==> config.mk <==
export PLATFORM = sky130hd
export DESIGN_NAME = medf_col_cell
export DESIGN_NICKNAME = d
export VERILOG_FILES = /design/src/rtl/core/medf_col_cell.sv
export SDC_FILE = /design/constraint.sdc
export NUM_CORES = 1
export LEC_CHECK = 0
export BUFFER_PORTS_ARGS = -buffer_cell sky130_fd_sc_hd__buf_2
export CORE_MARGIN = 10
export CORE_UTILIZATION = 40
export DETAILED_ROUTE_END_ITERATION = 8
export PLACE_DENSITY = 0.77
export RECOVER_POWER = 25
export SYNTH_ARGS = -nofsm -noshare
export SYNTH_HDL_FRONTEND = slang
export SYNTH_SLANG_ARGS = --single-unit
export TNS_END_PERCENT = 20
==> constraint.sdc <==
create_clock -name clk -period 5.2 [get_ports clk]
set_input_delay 0 -clock clk [delete_from_list [all_inputs] [get_ports clk]]
set_output_delay 0 -clock clk [all_outputs]
set_load 0.01 [all_outputs]
==> src/rtl/core/medf_col_cell.sv <==
// one window column cell: holds a sorted pixel column and its center pixel
// shifts to its neighbor and extends the max-of-lows / min-of-highs chain
// no dependencies
module medf_col_cell #(
  parameter int PIX_BITS = 16
) (
  input  logic                clk,
  input  logic                shift,
  input  logic [PIX_BITS-1:0] lo_in,
  input  logic [PIX_BITS-1:0] md_in,
  input  logic [PIX_BITS-1:0] hi_in,
  input  logic [PIX_BITS-1:0] ctr_in,
  input  logic [PIX_BITS-1:0] lo_acc_in,
  input  logic [PIX_BITS-1:0] hi_acc_in,
  output logic [PIX_BITS-1:0] lo,
  output logic [PIX_BITS-1:0] md,
  output logic [PIX_BITS-1:0] hi,
  output logic [PIX_BITS-1:0] ctr,
  output logic [PIX_BITS-1:0] lo_acc,
  output logic [PIX_BITS-1:0] hi_acc
);

  always_ff @(posedge clk) begin
    if (shift) begin
      lo  <= lo_in;
      md  <= md_in;
      hi  <= hi_in;
      ctr <= ctr_in;
    end
  end

  assign lo_acc = (lo > lo_acc_in) ? lo : lo_acc_in;
  assign hi_acc = (hi < hi_acc_in) ? hi : hi_acc_in;

endmodule

==> impl_metrics.yaml <==
place:
  dpl_cell_area_um2: 4470
  dp.cells: 561
  dp_hpwl_um: 8990
  gp_congestion: 0.814
  io_buffer_count: 193
worst_setup_path:
  cp.depth: 7
  startpoint_type: "flop"
  crit_path_max_incr_delay_ns: 0.85
  path_cells: "ha_1, nand4_2, nor3_2, or3_1, o311ai_0, o211ai_1, buf_2"
  critPathBufInv: 1
  crit_fanout: 17
  cp.required_ns: 5.20
  crit_slowest_cell: "nor3_2"
  crit_family: "simple AND/OR/NAND/NOR gates"
  worstSetupPathType: "reg -> out"
  end_kind: "primary output"
  arrival_ns: 3.38
global_routing:
  antenna_found_initial: 1
  grt_pass1_vias: 3679
  track_usage: 0.197
  grt_max_degree: 65
  grt_overflow: 0
  grt_pass1_wl_um: 20000
pwr:
  p_int_mw: 1.02
  p_leak_nw: 2.42
  p_sw_frac: 0.301
  p_clk_frac: 0.303
  combPwrFrac: 0.259
  p_switching_uw: 438
  seq_power_share: 0.438
  power.density_nw_per_um2: 275
  ir_drop_uv: 207
clock_tree:
  clockRootBuffer: "clkbuf_8"
  cts_sinks: 64
  cts_tree: "built"
  htreeDepth: 3
  cts_buffers: 9
  post_cts_buffers: 0
  clk_path_buf_depth: 2
  path_clk_slew_ns: 0.09
logic_synthesis:
  synth-xor-area-share: 0
  synthTopCellsByArea: "edfxtp_1 (56%), ha_1 (11%), mux2_2 (5.3%), inv_1 (3.5%), o211ai_1 (3.3%)"
  syn_nets: 404
  synth_top_family_by_area: "compound AO/OA/AOI/OAI gates"
  synth_top_area_share: 0.562
  ys_seq_elements: 64
  synth_mux_area_frac: 0.0527
  synth-simple-area-share: 0.103
  synth_fa_ha_area_frac: 0.113
  yosysTopAreaCell: "edfxtp_1"
  avgSynthCellArea_um2: 12.4
  ys_types: 34
  ys.warnings.count: 0
  seq_area_frac_synth: 0.562
  synth_compound_area_frac: 0.116
  synth_area_um2: 3420
  synth_cells: 275
finish:
  nets: 660
  area_delta_synth_final_pct: 55.0
  drive_gt1_frac: 0.427
  seqCellArea_um2: 1920
  layoutNonFillerInstCount: 642
  nFillCells: 661
  final_cell_area_um2: 5300
  multi_input_area_um2: 1320
min_path:
  min_path_type: "in -> out"
  hold_depth: 3
route:
  ant_nets: 0
  drc: 0
  routed_wl_um: 13000
  viasPerCell: 5.24
  wl_per_cell_um: 20.2
  drtIter0Drc: 154
  first_pass_iters: 4
  vias: 3365
timing:
  hold_viol: 0
  min_period_over_period: 0.649
  grt_setup_unrepaired: "false"
  fin_crit_ns: 3.38
  final.setup.tns_ns: 0
  maxSlewHeadroom: 0.104
  setup_viol: 0
  hold_ws_ns: 0.341
  fmax_mhz: 296
  worst_pin_slew_ns: 1.33
  slew_violations: 0
job:
  max_cap_violations: 0
run_status:
  status: "finished, final reports clean"
floorplan:
  die_area_um2: 12700
  start_util: 0.414
  core.rowCount: 33
  die_h_um: 112
  io_pins: 194
  die_x_um: 112
  core_area_um2: 8260
[metal layers]
layer | GRT usage | wire length, um | up-vias
met3 | 0.0815 | 1270 | 16
met2 | 0.367 | 7070 | 149
li1 | - | - | 1592
met1 | 0.193 | 4420 | 1608
met5 | 0 | 0 | -
met4 | 0.0626 | 210 | 0
[cells in the final DEF (no fill, tap or decap), types with 14 or more instances in the layout]
cell type	count
buf_2	192
edfxtp_1	64
dlygate4sd3_1	64
inv_1	32
ha_1	31
nand3_1	19
mux2_2	16
nor4_1	15
o211ai_1	15
nand2_1	14
[path summary, 6_finish.rpt]
check,startpoint,to,slack [ns]
hold / removal,hi_acc_in[15],hi_acc[15],0.34
setup / recovery,lo[13],lo_acc[4],1.82
[area by class of cell]
| cell class | instances | area share |
|---|---|---|
| multi-input combinational | 166 | 0.249 |
| tap | 105 | 0.0248 |
| timing repair buffer | 258 | 0.304 |
| antenna | 1 | 0.000472 |
| clock buffer | 10 | 0.0241 |
| inverter | 32 | 0.0226 |
| clock inverter | 6 | 0.0127 |
| sequential | 64 | 0.362 |
[synth_stat cells]
library cell / count
edfxtp_1: 64
inv_1: 32
ha_1: 31
nand3_1: 19
mux2_2: 16
nor4_1: 15
o211ai_1: 15
nand2_1: 14
a21oi_1: 11
o311ai_1: 10
clkbuf_1: 9
o311ai_0: 6
nor2_1: 4
o21ai_0: 4
buf_2: 3
and4_1: 2
nand4_1: 2
o21ai_1: 2
a211oi_1: 1
a21o_1: 1
a21oi_2: 1
a221oi_1: 1
buf_6: 1
nand2b_1: 1
nand4_2: 1
nor2b_1: 1
nor3_1: 1
nor3_2: 1
nor4_2: 1
nor4b_1: 1
o21a_1: 1
o21ai_2: 1
o21bai_2: 1
or3_1: 1
[worst min-delay path, stage by stage]
cell and delay (ns):
buf_2 0.09, mux2_2 0.13, buf_2 0.12
[registers in the layout, summed over array words and instances, names as in the netlist]
signal and count:
ctr 16, hi 16, lo 16, md 16
[power groups by stage]
stage               registers (mW)  clock network (mW)  logic [mW]
global placement             0.647                   0       0.328
finish                       0.639               0.442       0.378
floorplan                    0.665                   0       0.160
CTS                          0.638               0.444       0.376
global route                 0.644               0.471       0.415
detailed placement           0.649                   0       0.336
[logic make-up after synthesis]
group                      after synthesis
DFF                                     64
and+or+nand+nor                         64
buffers and inverters                   45
muxes                                   16
AOI/OAI and AO/OA                       55
adders and majority gates               31
[repair_timing]
action / CTS / global route
endpoints found under the hold margin: 64 / 0
endpoints found under the setup margin: 0 / 0
hold buffers: 64 / 0
resized for setup: 0 / 0
[per-stage QoR]
step,utilization,setup WS [ns],total power [mW]
after floorplan,-,3.10,0.825
after global placement,0.541,2.40,0.975
after detailed placement,0.541,2.25,0.985
after CTS,0.642,1.84,1.46
after global routing,0.642,1.58,1.53
final,0.642,1.82,1.46
(Power assumes the default switching activity.)
