--- src/rtl/core/medf_pkg.sv ---
// shared types and constants of the 3x3 median image filter
// payload structs, register indexes, opcodes and default sizes
// no dependencies
package medf_pkg;

  // default sizes, handed down through top level parameters
  localparam int MAX_WIDTH_DEF  = 1024;
  localparam int PIXEL_BITS_DEF = 16;

  // fixed field widths of the ports
  localparam int PIX_W      = 16;
  localparam int FW_BITS    = 11;
  localparam int FH_BITS    = 16;
  localparam int CFG_DATA_W = 16;
  localparam int CFG_IDX_W  = 1;

  // register reset values
  localparam int FW_RESET = 640;
  localparam int FH_RESET = 480;

  // window columns and output queue size
  localparam int WIN_COLS  = 3;
  localparam int OUT_DEPTH = 8;

  // register indexes
  localparam logic [CFG_IDX_W-1:0] REG_FRAME_WIDTH  = 1'b0;
  localparam logic [CFG_IDX_W-1:0] REG_FRAME_HEIGHT = 1'b1;

  typedef enum logic {
    OP_PIXEL = 1'b0,
    OP_DRAIN = 1'b1
  } op_t;

  typedef struct packed {
    op_t              op;
    logic [PIX_W-1:0] pixel_in;
  } item_t;

  typedef struct packed {
    logic [PIX_W-1:0] pixel_out;
    logic             frame_end;
  } result_t;

endpackage

--- src/rtl/core/medf_out_fifo.sv ---
// result queue between the filter pipeline and the output channel
// depends on medf_pkg for the result beat type
module medf_out_fifo #(
  parameter int DEPTH = medf_pkg::OUT_DEPTH,
  localparam int PTR_W = $clog2(DEPTH),
  localparam int CNT_W = $clog2(DEPTH + 1)
) (
  input  logic               clk,
  input  logic               rst,
  input  logic               push,
  input  medf_pkg::result_t  push_data,
  input  logic               pop,
  output medf_pkg::result_t  head,
  output logic               not_empty,
  output logic [CNT_W-1:0]   count
);
  import medf_pkg::*;

  result_t          slots [DEPTH];
  logic [PTR_W-1:0] wr_ptr;
  logic [PTR_W-1:0] rd_ptr;
  logic [PTR_W-1:0] wr_ptr_next;
  logic [PTR_W-1:0] rd_ptr_next;

  assign wr_ptr_next = (wr_ptr == PTR_W'(DEPTH - 1)) ? '0 : wr_ptr + 1'b1;
  assign rd_ptr_next = (rd_ptr == PTR_W'(DEPTH - 1)) ? '0 : rd_ptr + 1'b1;

  always_ff @(posedge clk) begin
    if (push) begin
      slots[wr_ptr] <= push_data;
    end
  end

  always_ff @(posedge clk) begin
    if (rst) begin
      wr_ptr <= '0;
      rd_ptr <= '0;
      count  <= '0;
    end else begin
      if (push) begin
        wr_ptr <= wr_ptr_next;
      end
      if (pop) begin
        rd_ptr <= rd_ptr_next;
      end
      if (push && !pop) begin
        count <= count + 1'b1;
      end else if (pop && !push) begin
        count <= count - 1'b1;
      end
    end
  end

  assign head      = slots[rd_ptr];
  assign not_empty = (count != '0);

endmodule
--- config.mk ---
export PLATFORM = sky130hd
export DESIGN_NAME = medf_out_fifo
export DESIGN_NICKNAME = d
export VERILOG_FILES = /design/src/rtl/core/medf_pkg.sv /design/src/rtl/core/medf_out_fifo.sv
export SDC_FILE = /design/constraint.sdc
export NUM_CORES = 1
export LEC_CHECK = 0
export BUFFER_PORTS_ARGS = -buffer_cell sky130_fd_sc_hd__buf_4
export CELL_PAD_IN_SITES_DETAIL_PLACEMENT = 0
export CELL_PAD_IN_SITES_GLOBAL_PLACEMENT = 2
export CORE_MARGIN = 4
export CORE_UTILIZATION = 35
export CTS_CLUSTER_DIAMETER = 50
export CTS_CLUSTER_SIZE = 40
export DETAILED_ROUTE_END_ITERATION = 12
export MAX_ROUTING_LAYER = met4
export PLACE_DENSITY_LB_ADDON = 0.1
export REMOVE_ABC_BUFFERS = 1
export SETUP_SLACK_MARGIN = 0.02
export SLEW_MARGIN = 20
export SYNTH_ARGS = -nofsm -noshare
export SYNTH_HDL_FRONTEND = slang
export SYNTH_SLANG_ARGS = --single-unit
--- constraint.sdc ---
create_clock -name clk -period 6.5 [get_ports clk]
set_input_delay 0 -clock clk [delete_from_list [all_inputs] [get_ports clk]]
set_output_delay 0 -clock clk [all_outputs]
set_load 0.03 [all_outputs]
==> metrics.json, run 1 <==
{
  "run_status": {"value": "completed"},
  "portion_of_the_clock_cycle_consumed_by_the_worst_path_in_the_final_layout": {"value": 36.1, "unit": "%"},
  "final_period_minus_worst_setup_slack": {"value": 2.35, "unit": "ns"},
  "synth_largest_type_area_fraction": {"value": 70.0, "unit": "%"},
  "synth.ff_latch_count": {"value": 149},
  "layout_setup_ws": {"value": 4.15, "unit": "ns"},
  "route.vias.total": {"value": 2765},
  "gp_congestion": {"value": 0.669},
  "post_cts_setup_buffers": {"value": 0},
  "die_area": {"value": 0.0188, "unit": "mm²"},
  "timing.setup.critical_path_class": {"value": "reg2out"},
  "timing.critical_path.to_type": {"value": "output port"},
  "syn-mean-instance-area": {"value": 21.5, "unit": "µm²"},
  "synth_cells": {"value": 271},
  "cts.path.max_buffers": {"value": 2},
  "drive_above_1_share": {"value": 30.2, "unit": "%"},
  "setup_violations": {"value": 0},
  "synth_edf_count": {"value": 136},
  "maximum_number_of_pins_on_one_net_before_global_route_repair": {"value": 35},
  "number_of_clock_sinks_seen_by_cts": {"value": 149},
  "ctsRootBufferMaster": {"value": "clkbuf_16"},
  "finalHoldViolations": {"value": 0},
  "timing.clock.skew": {"value": 0.00459, "unit": "ns"},
  "grt_overflow": {"value": 0},
  "grt_setup_unrepaired": {"value": "false"},
  "syn2layout_area_growth": {"value": 24.8, "unit": "%"},
  "hold_path.class": {"value": "in2reg"},
  "worst_slew_margin_rel": {"value": 40.9, "unit": "%"},
  "worstSkewPairLatency": {"value": 0.41, "unit": "ns"},
  "timing_max_transition_violations_final": {"value": 0},
  "detailed_route_wire_length_per_cell": {"value": 19.0, "unit": "µm"},
  "postPlaceCellArea": {"value": 0.00644, "unit": "mm²"},
  "initial_core_util": {"value": 36.2, "unit": "%"},
  "design.final.nets": {"value": 380},
  "resized_after_cts": {"value": 0},
  "drt_first_iter_violations": {"value": 120},
  "required": {"value": 6.50, "unit": "ns"},
  "max_fo_critical_path": {"value": 34},
  "synth_top_flop_cell": {"value": "edfxtp_1"},
  "htree_num_levels": {"value": 4},
  "core_region_area": {"value": 0.0161, "unit": "mm²"},
  "tightestPinTransition": {"value": 0.884, "unit": "ns"},
  "cell_variety_after_synth": {"value": 25},
  "leakagePower": {"value": 2.52, "unit": "nW"},
  "power.density_cell_area": {"value": 324, "unit": "mW/mm²"},
  "grt_util_all_layers": {"value": 13.3, "unit": "%"},
  "antenna_cells": {"value": 0},
  "grt_pass1_vias": {"value": 2870},
  "stdcell_area": {"value": 0.00728, "unit": "mm²"},
  "port_buffers": {"value": 42},
  "dieWidth": {"value": 137, "unit": "µm"},
  "number_of_design_rule_violations_left_after_detail_routing": {"value": 0},
  "fin_setup_tns": {"value": 0, "unit": "ns"},
  "num_rows": {"value": 46},
  "ys.warnings.count": {"value": 0},
  "synth_area_leaders": {"value": "edfxtp_1 (70%), mux4_1 (11%), dfxtp_1 (4.5%)"},
  "clk_pin_slew": {"value": 0.06, "unit": "ns"},
  "drv.max_cap_violation_count": {"value": 0},
  "max_freq": {"value": 426, "unit": "MHz"},
  "synth_top_area_cell": {"value": "edfxtp_1"},
  "detailed_place_hpwl": {"value": 6010, "unit": "µm"},
  "irDropWorstVdd": {"value": 0.000168, "unit": "V"},
  "ioPinCount": {"value": 43},
  "critPathLaunchType": {"value": "flop"},
  "detail_route.first_pass.iterations": {"value": 4},
  "detail_route.wirelength": {"value": 11000, "unit": "µm"},
  "cp.arrival": {"value": 2.35, "unit": "ns"},
  "grt_first_pass_wirelength": {"value": 17100, "unit": "µm"},
  "die_h": {"value": 137, "unit": "µm"},
  "tritoncts": {"value": "done"},
  "preCtsSetupSlack": {"value": 4.47, "unit": "ns"},
  "antenna_found_initial": {"value": 0},
  "number_of_cts_inserted_buffers": {"value": 17},
  "drt.antenna.violating_nets": {"value": 0},
  "synth.yosys.seq_area_share": {"value": 74.4, "unit": "%"},
  "synthArstFlopShare": {"value": 0, "unit": "%"},
  "routed_via_density": {"value": 4.77},
  "netlist_area": {"value": 0.00584, "unit": "mm²"}
}
-- worst max-delay path: stages, from the launching register on --
cell     delay [ns]
dfxtp_2        0.31
buf_4          0.51
mux4_1         0.63
mux2_2         0.30
buf_4          0.17
-- power by group --
part,internal [mW],switching (mW)
combinational,0.0989,0.117
sequential,1.07,0.0113
clock,0.712,0.350
total,1.88,0.478
-- final timing paths --
kind	startpoint	end	cells past startpoint	slack, ns
max	flop	head[9]	4	4.15
min	push_data[6]	slots[1][6]$_DFFE_PP_	2	0.36
max reg2reg	wr_ptr[2]$_SDFFE_PP0P_	slots[5][13]$_DFFE_PP_	3	4.55
min reg2reg	rd_ptr[1]$_SDFFE_PP0P_	rd_ptr[1]$_SDFFE_PP0P_	2	0.52
-- cell type report --
cell class	count	area, µm²
Fill cell	1432	8830
Sequential cell	149	4350
Multi-Input combinational cell	107	1410
Timing Repair Buffer	73	598
Clock buffer	19	433
Tap cell	216	270
Clock inverter	13	210
Inverter	3	11.3
-- sequential cells by signal, summed over array words and instances, names as in the netlist, named ones only --
signal,count
rd_ptr,3
count,4
wr_ptr,3
slots,136
-- cells in the final DEF (no fill, tap or decap) --
master / Yosys / layout
edfxtp_1: 136 / 136
buf_4: 0 / 53
mux4_1: 24 / 24
nor2_1: 21 / 21
dlygate4sd3_1: 0 / 20
mux2_2: 18 / 18
clkbuf_16: 0 / 17
dfxtp_1: 13 / 12
mux4_2: 10 / 10
ha_1: 7 / 7
a21oi_1: 6 / 6
bufinv_16: 0 / 6
nand2_1: 4 / 4
clkinv_1: 0 / 4
inv_1: 3 / 3
nand2b_1: 3 / 3
mux2i_1: 3 / 3
clkinv_2: 0 / 3
nor3_2: 0 / 2
clkbuf_1: 6 / 2
or4_1: 1 / 1
nor3_1: 3 / 1
xnor2_1: 1 / 1
xor2_1: 1 / 1
nor2b_1: 1 / 1
nand3_1: 1 / 1
a211oi_1: 1 / 1
a31oi_1: 1 / 1
fa_1: 1 / 1
dfxtp_2: 0 / 1
-- cells in the mapped netlist, drive strengths merged, types with 3 or more instances --
master  instances
mux2           18
ha              7
nor2           21
mux2i           3
nand2           4
dfxtp          13
inv             3
nor3            3
mux4           34
buf             6
clkbuf          6
edfxtp        136
nand2b          3
a21oi           6
-- per-stage QoR --
step	util (%)	total power [mW]	instances	hold slack (ns)
finish	45.2	2.36	580	0.362
global route	45.2	2.46	580	0.359
CTS	45.2	2.39	580	0.344
detailed placement	40.0	1.31	528	0.241
global placement	40.0	1.31	528	0.234
floorplan	-	1.23	259	0.0724
-- logic make-up (layout without fill, tap and decap cells) --
family | Yosys count | after routing | synth area share (%)
compound gates | 8 | 8 | 0.751
xor+xnor | 2 | 2 | 0.300
fa+ha+maj | 8 | 8 | 1.84
buf+inv | 15 | 108 | 1.50
flops | 149 | 149 | 74.4
mux | 55 | 55 | 18.7
simple gates | 34 | 34 | 2.51
-- what timing repair did --
action,in CTS,in global routing
hold buffers,20,0
endpoints found under the hold margin,149,0
setup endpoints to repair,0,0
-- metal layers --
| metal | vias to the layer above | share of wire, % | global-route usage (%) |
|---|---|---|---|
| met1 | 1421 | 45 | 17.3 |
| met2 | 45 | 50 | 20.2 |
| met5 | - | 0 | - |
| met4 | 0 | 1.7 | 5.16 |
| met3 | 15 | 3.3 | 3.24 |
| li1 | 1284 | - | - |
No activity file was read; power rests on OpenSTA's default activity.
==> inputs of run 2 (changes only) <==
==> constraint.sdc (replaced) <==
create_clock -name clk -period 2.1 [get_ports clk]
set_input_delay 0 -clock clk [delete_from_list [all_inputs] [get_ports clk]]
set_output_delay 0 -clock clk [all_outputs]
set_load 0.03 [all_outputs]
==> metrics.json, run 2 (same netlist as run 1, synthesis figures left out) <==
{
  "run_status": {"value": "completed", "change": "unchanged"},
  "tightestPinTransition": {"value": 0.343, "unit": "ns", "change": "was 0.884 ns"},
  "routed_via_density": {"value": 4.81, "change": "was 4.77"},
  "drt.antenna.violating_nets": {"value": 0, "change": "unchanged"},
  "seq_power_share": {"value": 49.8, "unit": "%", "change": "was 45.9%"},
  "layout.area.seq": {"value": 0.00435, "unit": "mm²", "change": "about the same"},
  "leakagePower": {"value": 2.51, "unit": "nW", "change": "was 2.52 nW"},
  "p_comb_share": {"value": 11.0, "unit": "%", "change": "was 9.1%"},
  "maximum_number_of_pins_on_one_net_before_global_route_repair": {"value": 33, "change": "was 35"},
  "gp_congestion": {"value": 0.689, "change": "was 0.669"},
  "timing.clock.skew": {"value": 0.00744, "unit": "ns", "change": "was 0.00459 ns"},
  "drt_first_iter_violations": {"value": 144, "change": "was 120"},
  "drv.max_cap_violation_count": {"value": 0, "change": "unchanged"},
  "initial_core_util": {"value": 36.2, "unit": "%", "change": "unchanged"},
  "timing.setup.critical_path_class": {"value": "reg2out", "change": "unchanged"},
  "power.density_cell_area": {"value": 925, "unit": "mW/mm²", "change": "was 324 mW/mm²"},
  "share_clk_of_total_power": {"value": 39.3, "unit": "%", "change": "was 45.0%"},
  "critical-path-max-stage-delay": {"value": 0.54, "unit": "ns", "change": "was 0.63 ns"},
  "ctsRootBufferMaster": {"value": "clkbuf_16", "change": "unchanged"},
  "ioPinCount": {"value": 43, "change": "unchanged"},
  "drive_above_1_share": {"value": 35.1, "unit": "%", "change": "was 30.2%"},
  "detail_route.wirelength": {"value": 11900, "unit": "µm", "change": "was 11000 µm"},
  "fill_cells": {"value": 1421, "change": "was 1432"},
  "htree_num_levels": {"value": 4, "change": "unchanged"},
  "worstSkewPairLatency": {"value": 0.42, "unit": "ns", "change": "was 0.41 ns"},
  "cp.arrival": {"value": 2.06, "unit": "ns", "change": "was 2.35 ns"},
  "detailed_place_hpwl": {"value": 6430, "unit": "µm", "change": "was 6010 µm"},
  "antenna_found_initial": {"value": 0, "change": "unchanged"},
  "detail_route.first_pass.iterations": {"value": 4, "change": "unchanged"},
  "grt_pass1_vias": {"value": 2944, "change": "was 2870"},
  "largest_register": {"value": "slots", "change": "unchanged"},
  "grt_overflow": {"value": 0, "change": "unchanged"},
  "critical-path-slowest-cell": {"value": "mux4_1", "change": "unchanged"},
  "cts.path.max_buffers": {"value": 2, "change": "unchanged"},
  "critPathLaunchType": {"value": "flop", "change": "unchanged"},
  "dpl.cell_count": {"value": 536, "change": "was 528"},
  "number_of_clock_sinks_seen_by_cts": {"value": 149, "change": "unchanged"},
  "min_from": {"value": "push_data[9]", "change": "was push_data[6]"},
  "dieWidth": {"value": 137, "unit": "µm", "change": "unchanged"},
  "die_area": {"value": 0.0188, "unit": "mm²", "change": "unchanged"},
  "port_buffers": {"value": 42, "change": "unchanged"},
  "finalHoldViolations": {"value": 0, "change": "unchanged"},
  "num_rows": {"value": 46, "change": "unchanged"},
  "irDropWorstVdd": {"value": 0.000532, "unit": "V", "change": "was 0.000168 V"},
  "antenna_cells": {"value": 0, "change": "unchanged"},
  "number_of_design_rule_violations_left_after_detail_routing": {"value": 0, "change": "unchanged"},
  "multiInputGateArea": {"value": 0.00137, "unit": "mm²", "change": "was 0.00141 mm²"},
  "crit-reg2reg-launch": {"value": "count[2]$_SDFFE_PP0P_", "change": "was wr_ptr[2]$_SDFFE_PP0P_"},
  "design.final.nets": {"value": 391, "change": "was 380"},
  "final_period_minus_worst_setup_slack": {"value": 2.06, "unit": "ns"},
  "grt_setup_unrepaired": {"value": "true", "change": "was false"},
  "largestRegisters": {"value": "slots x136, count x4", "change": "unchanged"},
  "max_fo_critical_path": {"value": 9, "change": "was 34"},
  "clk_pin_slew": {"value": 0.06, "unit": "ns", "change": "about the same"},
  "setup_violations": {"value": 0, "change": "unchanged"},
  "core_region_area": {"value": 0.0161, "unit": "mm²", "change": "unchanged"},
  "timing_max_transition_violations_final": {"value": 0, "change": "unchanged"},
  "route.vias.total": {"value": 2831, "change": "was 2765"},
  "grt_first_pass_wirelength": {"value": 18000, "unit": "µm", "change": "was 17100 µm"},
  "hold_path.class": {"value": "in2reg", "change": "unchanged"},
  "worst-path-buf-inv": {"value": 2, "change": "unchanged"},
  "number_of_cts_inserted_buffers": {"value": 17, "change": "unchanged"},
  "final_common_cell": {"value": "edfxtp_1", "change": "unchanged"},
  "hold-worst-slack": {"value": 0.362, "unit": "ns", "change": "about the same"},
  "syn2layout_area_growth": {"value": 25.2, "unit": "%", "change": "was 24.8%"},
  "required": {"value": 2.10, "unit": "ns", "change": "was 6.50 ns"},
  "layout_common_cells": {"value": "edfxtp_1 (136), buf_4 (49), mux4_2 (24), nor2_1 (21), dlygate4sd3_1 (20)", "change": "was edfxtp_1 (136), buf_4 (53), mux4_1 (24), nor2_1 (21), dlygate4sd3_1 (20)"},
  "worst_slew_margin_rel": {"value": 77.1, "unit": "%", "change": "was 40.9%"},
  "finalNonFillerCells": {"value": 589, "change": "was 580"},
  "power.net_switching": {"value": 1.48, "unit": "mW", "change": "was 478 µW"},
  "die_h": {"value": 137, "unit": "µm", "change": "unchanged"},
  "cp_top_family": {"value": "multiplexers", "change": "unchanged"},
  "grt_util_all_layers": {"value": 14.0, "unit": "%", "change": "was 13.3%"},
  "internal_power": {"value": 5.28, "unit": "mW", "change": "was 1.88 mW"},
  "net_switching_fraction_of_the_power": {"value": 21.9, "unit": "%", "change": "was 20.2%"},
  "detailed_route_wire_length_per_cell": {"value": 20.3, "unit": "µm", "change": "was 19.0 µm"},
  "portion_of_the_clock_cycle_consumed_by_the_worst_path_in_the_final_layout": {"value": 98.1, "unit": "%"},
  "max_freq": {"value": 485, "unit": "MHz"},
  "timing.critical_path.to_type": {"value": "output port", "change": "unchanged"},
  "path_cells": {"value": "buf_12, mux4_1, mux2_2, buf_4", "change": "was buf_4, mux4_1, mux2_2, buf_4"},
  "tritoncts": {"value": "done", "change": "unchanged"},
  "largest_register_ff_count": {"value": 136, "change": "unchanged"}
}
-- run 2: repair_timing --
item	4_1_cts	5_1_grt
resized for setup	12	17
endpoints found under the hold margin	149	0
hold buffers	20	0
buffers inserted	0	0
endpoints found under the setup margin	16	16
gates cloned	2	1
-- run 2: layout make-up --
type                    count  share of cell area, %
flip-flops and latches    149                   59.5
multi-input cells         107                   18.7
repair buffers             84                   11.0
clock buffers              24                   6.18
well taps                 216                   3.70
clock inverters             6                  0.771
inverters                   3                  0.154
-- run 2: final timing paths --
path,end,slack [ns],cells past startpoint
worst max-delay path,head[4],0.04,4
worst min-delay path,slots[6][9]$_DFFE_PP_,0.36,2
worst max register to register,count[3]$_SDFFE_PP0P_,0.51,5
worst min register to register,count[2]$_SDFFE_PP0P_,0.55,2
-- run 2: power by group through the flow --
| stage | Clock, mW | Sequential, mW | Combinational, mW |
|---|---|---|---|
| final | 2.65 | 3.36 | 0.741 |
| after global routing | 2.88 | 3.37 | 0.801 |
| after CTS | 2.73 | 3.36 | 0.730 |
| after detailed placement | 0 | 3.42 | 0.668 |
| after global placement | 0 | 3.41 | 0.665 |
| after floorplan | 0 | 3.46 | 0.352 |
-- run 2: per-layer routing --
| metal | vias to the layer above | GRT usage, % | part of all wire [%] |
|---|---|---|---|
| met5 | - | - | 0 |
| met4 | 0 | 5.76 | 2.0 |
| met3 | 18 | 3.60 | 2.9 |
| met2 | 54 | 20.0 | 47 |
| met1 | 1462 | 19.3 | 48 |
| li1 | 1297 | - | - |
-- run 2: per-stage QoR --
stage / utilization [%] / worst slack (ns) / total power, mW / instance area [µm²] / TNS (ns)
after floorplan: - / -0.183 / 3.81 / 5760 / -3.56
after global placement: 40.5 / 0.379 / 4.08 / 6520 / 0
after detailed placement: 40.5 / 0.371 / 4.08 / 6520 / 0
after CTS: 45.2 / -0.00156 / 6.82 / 7290 / -0.00191
after global routing: 45.3 / -0.0283 / 7.05 / 7310 / -0.0862
final: 45.3 / 0.0392 / 6.76 / 7310 / 0
==> inputs of run 3 (changes only) <==
--- a/config.mk
+++ b/config.mk
@@ -15,7 +15,6 @@
 export DETAILED_ROUTE_END_ITERATION = 12
 export MAX_ROUTING_LAYER = met4
 export PLACE_DENSITY_LB_ADDON = 0.1
-export REMOVE_ABC_BUFFERS = 1
 export SETUP_SLACK_MARGIN = 0.02
 export SLEW_MARGIN = 20
 export SYNTH_ARGS = -nofsm -noshare
==> metrics.json, run 3 (same netlist as run 1, synthesis figures left out) <==
{
  "run_status": {"value": "completed", "change": "unchanged"},
  "drt_first_iter_violations": {"value": 123, "change": "was 144"},
  "setup.reg_to_reg.worst_slack": {"value": 0.45, "unit": "ns", "change": "was 0.51 ns"},
  "dpl.cell_count": {"value": 538, "change": "was 536"},
  "max_fo_critical_path": {"value": 6, "change": "was 9"},
  "timing_max_transition_violations_final": {"value": 0, "change": "unchanged"},
  "layout.area.seq": {"value": 0.00435, "unit": "mm²", "change": "unchanged"},
  "clk_pin_slew": {"value": 0.06, "unit": "ns", "change": "about the same"},
  "irDropWorstVdd": {"value": 0.000579, "unit": "V", "change": "was 0.000532 V"},
  "max_freq": {"value": 495, "unit": "MHz", "change": "was 485 MHz"},
  "detail_route.first_pass.iterations": {"value": 4, "change": "unchanged"},
  "timing.critical_path.to_type": {"value": "output port", "change": "unchanged"},
  "final_period_minus_worst_setup_slack": {"value": 2.02, "unit": "ns", "change": "was 2.06 ns"},
  "grt_first_pass_wirelength": {"value": 17600, "unit": "µm", "change": "was 18000 µm"},
  "leakagePower": {"value": 2.54, "unit": "nW", "change": "was 2.51 nW"},
  "largest_register": {"value": "slots", "change": "unchanged"},
  "met2_capacity_usage_during_global_routing": {"value": 19.9, "unit": "%", "change": "was 20.0%"},
  "hold-worst-slack": {"value": 0.369, "unit": "ns", "change": "was 0.362 ns"},
  "route.vias.total": {"value": 2817, "change": "was 2831"},
  "utilization": {"value": 45.6, "unit": "%", "change": "was 45.3%"},
  "detailed_route_wire_length_per_cell": {"value": 19.2, "unit": "µm", "change": "was 20.3 µm"},
  "r2r.worst_path.cells": {"value": 5, "change": "unchanged"},
  "worstReg2RegEnd": {"value": "count[3]$_SDFFE_PP0P_", "change": "unchanged"},
  "ioPinCount": {"value": 43, "change": "unchanged"},
  "final_common_cell": {"value": "edfxtp_1", "change": "unchanged"},
  "htree_num_levels": {"value": 4, "change": "unchanged"},
  "worstSkewPairLatency": {"value": 0.41, "unit": "ns", "change": "was 0.42 ns"},
  "antenna_cells": {"value": 0, "change": "unchanged"},
  "cp.arrival": {"value": 2.02, "unit": "ns", "change": "was 2.06 ns"},
  "ctsRootBufferMaster": {"value": "clkbuf_16", "change": "unchanged"},
  "multiInputGateArea": {"value": 0.00137, "unit": "mm²", "change": "about the same"},
  "syn-num-nets": {"value": 300},
  "tritoncts": {"value": "done", "change": "unchanged"},
  "number_of_cts_inserted_buffers": {"value": 17, "change": "unchanged"},
  "globalRoute.busiestLayer": {"value": "met2", "change": "unchanged"},
  "cts.path.max_buffers": {"value": 2, "change": "unchanged"},
  "finalNonFillerCells": {"value": 593, "change": "was 589"},
  "number_of_design_rule_violations_left_after_detail_routing": {"value": 0, "change": "unchanged"},
  "number_of_clock_sinks_seen_by_cts": {"value": 149, "change": "unchanged"},
  "design.final.nets": {"value": 393, "change": "was 391"},
  "grt_util_all_layers": {"value": 13.5, "unit": "%", "change": "was 14.0%"},
  "tightestPinTransition": {"value": 0.341, "unit": "ns", "change": "was 0.343 ns"},
  "die_area": {"value": 0.0188, "unit": "mm²", "change": "unchanged"},
  "critical_path.endpoint": {"value": "head[5]", "change": "was head[4]"},
  "layout_common_cells": {"value": "edfxtp_1 (136), buf_4 (63), mux4_2 (22), dlygate4sd3_1 (20), nor2_1 (19)", "change": "was edfxtp_1 (136), buf_4 (49), mux4_2 (24), nor2_1 (21), dlygate4sd3_1 (20)"},
  "setup_violations": {"value": 0, "change": "unchanged"},
  "critPathLaunchType": {"value": "flop", "change": "unchanged"},
  "initial_core_util": {"value": 36.2, "unit": "%", "change": "unchanged"},
  "routed_via_density": {"value": 4.75, "change": "was 4.81"},
  "largest_register_ff_count": {"value": 136, "change": "unchanged"},
  "grt.met1_usage": {"value": 18.2, "unit": "%", "change": "was 19.3%"},
  "largestRegisters": {"value": "slots x136, count x4", "change": "unchanged"},
  "gp_congestion": {"value": 0.649, "change": "was 0.689"},
  "hold_path.class": {"value": "in2reg", "change": "unchanged"},
  "finalHoldViolations": {"value": 0, "change": "unchanged"},
  "timing.setup.critical_path_class": {"value": "reg2out", "change": "unchanged"},
  "detail_route.wirelength": {"value": 11400, "unit": "µm", "change": "was 11900 µm"},
  "syn2layout_area_growth": {"value": 25.8, "unit": "%", "change": "was 25.2%"},
  "drv.max_cap_violation_count": {"value": 0, "change": "unchanged"},
  "port_buffers": {"value": 42, "change": "unchanged"},
  "die_h": {"value": 137, "unit": "µm", "change": "unchanged"},
  "required": {"value": 2.10, "unit": "ns", "change": "about the same"},
  "grt_overflow": {"value": 0, "change": "unchanged"},
  "crit-reg2reg-launch": {"value": "count[2]$_SDFFE_PP0P_", "change": "unchanged"},
  "fin_setup_tns": {"value": 0, "unit": "ns", "change": "unchanged"},
  "power.density_cell_area": {"value": 971, "unit": "mW/mm²", "change": "was 925 mW/mm²"},
  "dieWidth": {"value": 137, "unit": "µm", "change": "unchanged"},
  "maximum_number_of_pins_on_one_net_before_global_route_repair": {"value": 19, "change": "was 33"},
  "fill_cells": {"value": 1431, "change": "was 1421"},
  "drt.antenna.violating_nets": {"value": 0, "change": "unchanged"},
  "grt_pass1_vias": {"value": 2970, "change": "was 2944"},
  "timing.clock.skew": {"value": 0.00502, "unit": "ns", "change": "was 0.00744 ns"},
  "use_met3": {"value": 3.71, "unit": "%", "change": "was 3.60%"},
  "grt_setup_unrepaired": {"value": "true", "change": "unchanged"},
  "core_region_area": {"value": 0.0161, "unit": "mm²", "change": "unchanged"},
  "drive_above_1_share": {"value": 36.1, "unit": "%", "change": "was 35.1%"},
  "detailed_place_hpwl": {"value": 6790, "unit": "µm", "change": "was 6430 µm"},
  "antenna_found_initial": {"value": 0, "change": "unchanged"},
  "portion_of_the_clock_cycle_consumed_by_the_worst_path_in_the_final_layout": {"value": 96.1, "unit": "%", "change": "was 98.1%"},
  "num_rows": {"value": 46, "change": "unchanged"},
  "worst_slew_margin_rel": {"value": 77.3, "unit": "%", "change": "was 77.1%"}
}
==> run 3: changes by cell type in the layout (fill, tap and decap cells not counted), moves of 2 or more <==
cell / change
mux4_1: +2
clkbuf_1: -4
nor2_2: +2
bufinv_16: +3
mux4_2: -2
buf_6: -10
mux2_2: +2
mux2_4: -2
nor2_1: -2
clkinv_1: +3
buf_4: +14
==> run 3: stage by stage <==
stage	total power, mW	area, µm²	setup slack, ns
after floorplan	3.83	5840	0.0410
after global placement	4.08	6530	0.318
after detailed placement	4.09	6530	0.303
after CTS	7.20	7380	0.0143
after global routing	7.40	7340	0.00181
final	7.13	7340	0.0817
==> run 3: worst min-delay path by stage <==
stage / startpoint / to / depth (start not counted)
6_report: push_data[7] / slots[4][7]$_DFFE_PP_ / 2
5_1_grt: push_data[6] / slots[3][6]$_DFFE_PP_ / 2
4_1_cts: push_data[10] / slots[5][10]$_DFFE_PP_ / 2
3_3_place_gp: push_data[6] / slots[3][6]$_DFFE_PP_ / 1
3_5_place_dp: push_data[3] / slots[2][3]$_DFFE_PP_ / 1
2_1_floorplan: push_data[0] / slots[0][0]$_DFFE_PP_ / 0
==> run 3: area by class of cell <==
type                            count  share of cell area [%]
Tap cell                          216                    3.68
Timing Repair Buffer               86                    10.1
Inverter                            3                   0.153
Sequential cell                   149                    59.2
Clock inverter                     12                    2.18
Clock buffer                       20                    5.95
Multi-Input combinational cell    107                    18.7
==> run 3: where the power goes <==
part	switching, mW	total [mW]	internal [mW]
clock	1.09	3.06	1.97
sequential	0.0453	3.36	3.31
combinational	0.371	0.706	0.336
==> run 3: repair_timing <==
action                                  4_1_cts  5_1_grt
endpoints found under the setup margin       16       14
gates cloned                                  1        0
hold buffers                                 20        0
setup buffers                                 2        0
hold endpoints to repair                    149        0
resized for setup                             4       13
==> run 3: worst max-delay path: stages, from the launching register on <==
cell     delay (ns)
dfxtp_4        0.43
buf_4          0.15
mux4_1         0.54
mux2_2         0.31
buf_4          0.18
==> run 3: per-layer routing <==
metal / wire (µm) / share of wire [%]
met5: 0 / 0
met2: 5320 / 47
met3: 346 / 3.0
met1: 5580 / 49
met4: 128 / 1.1
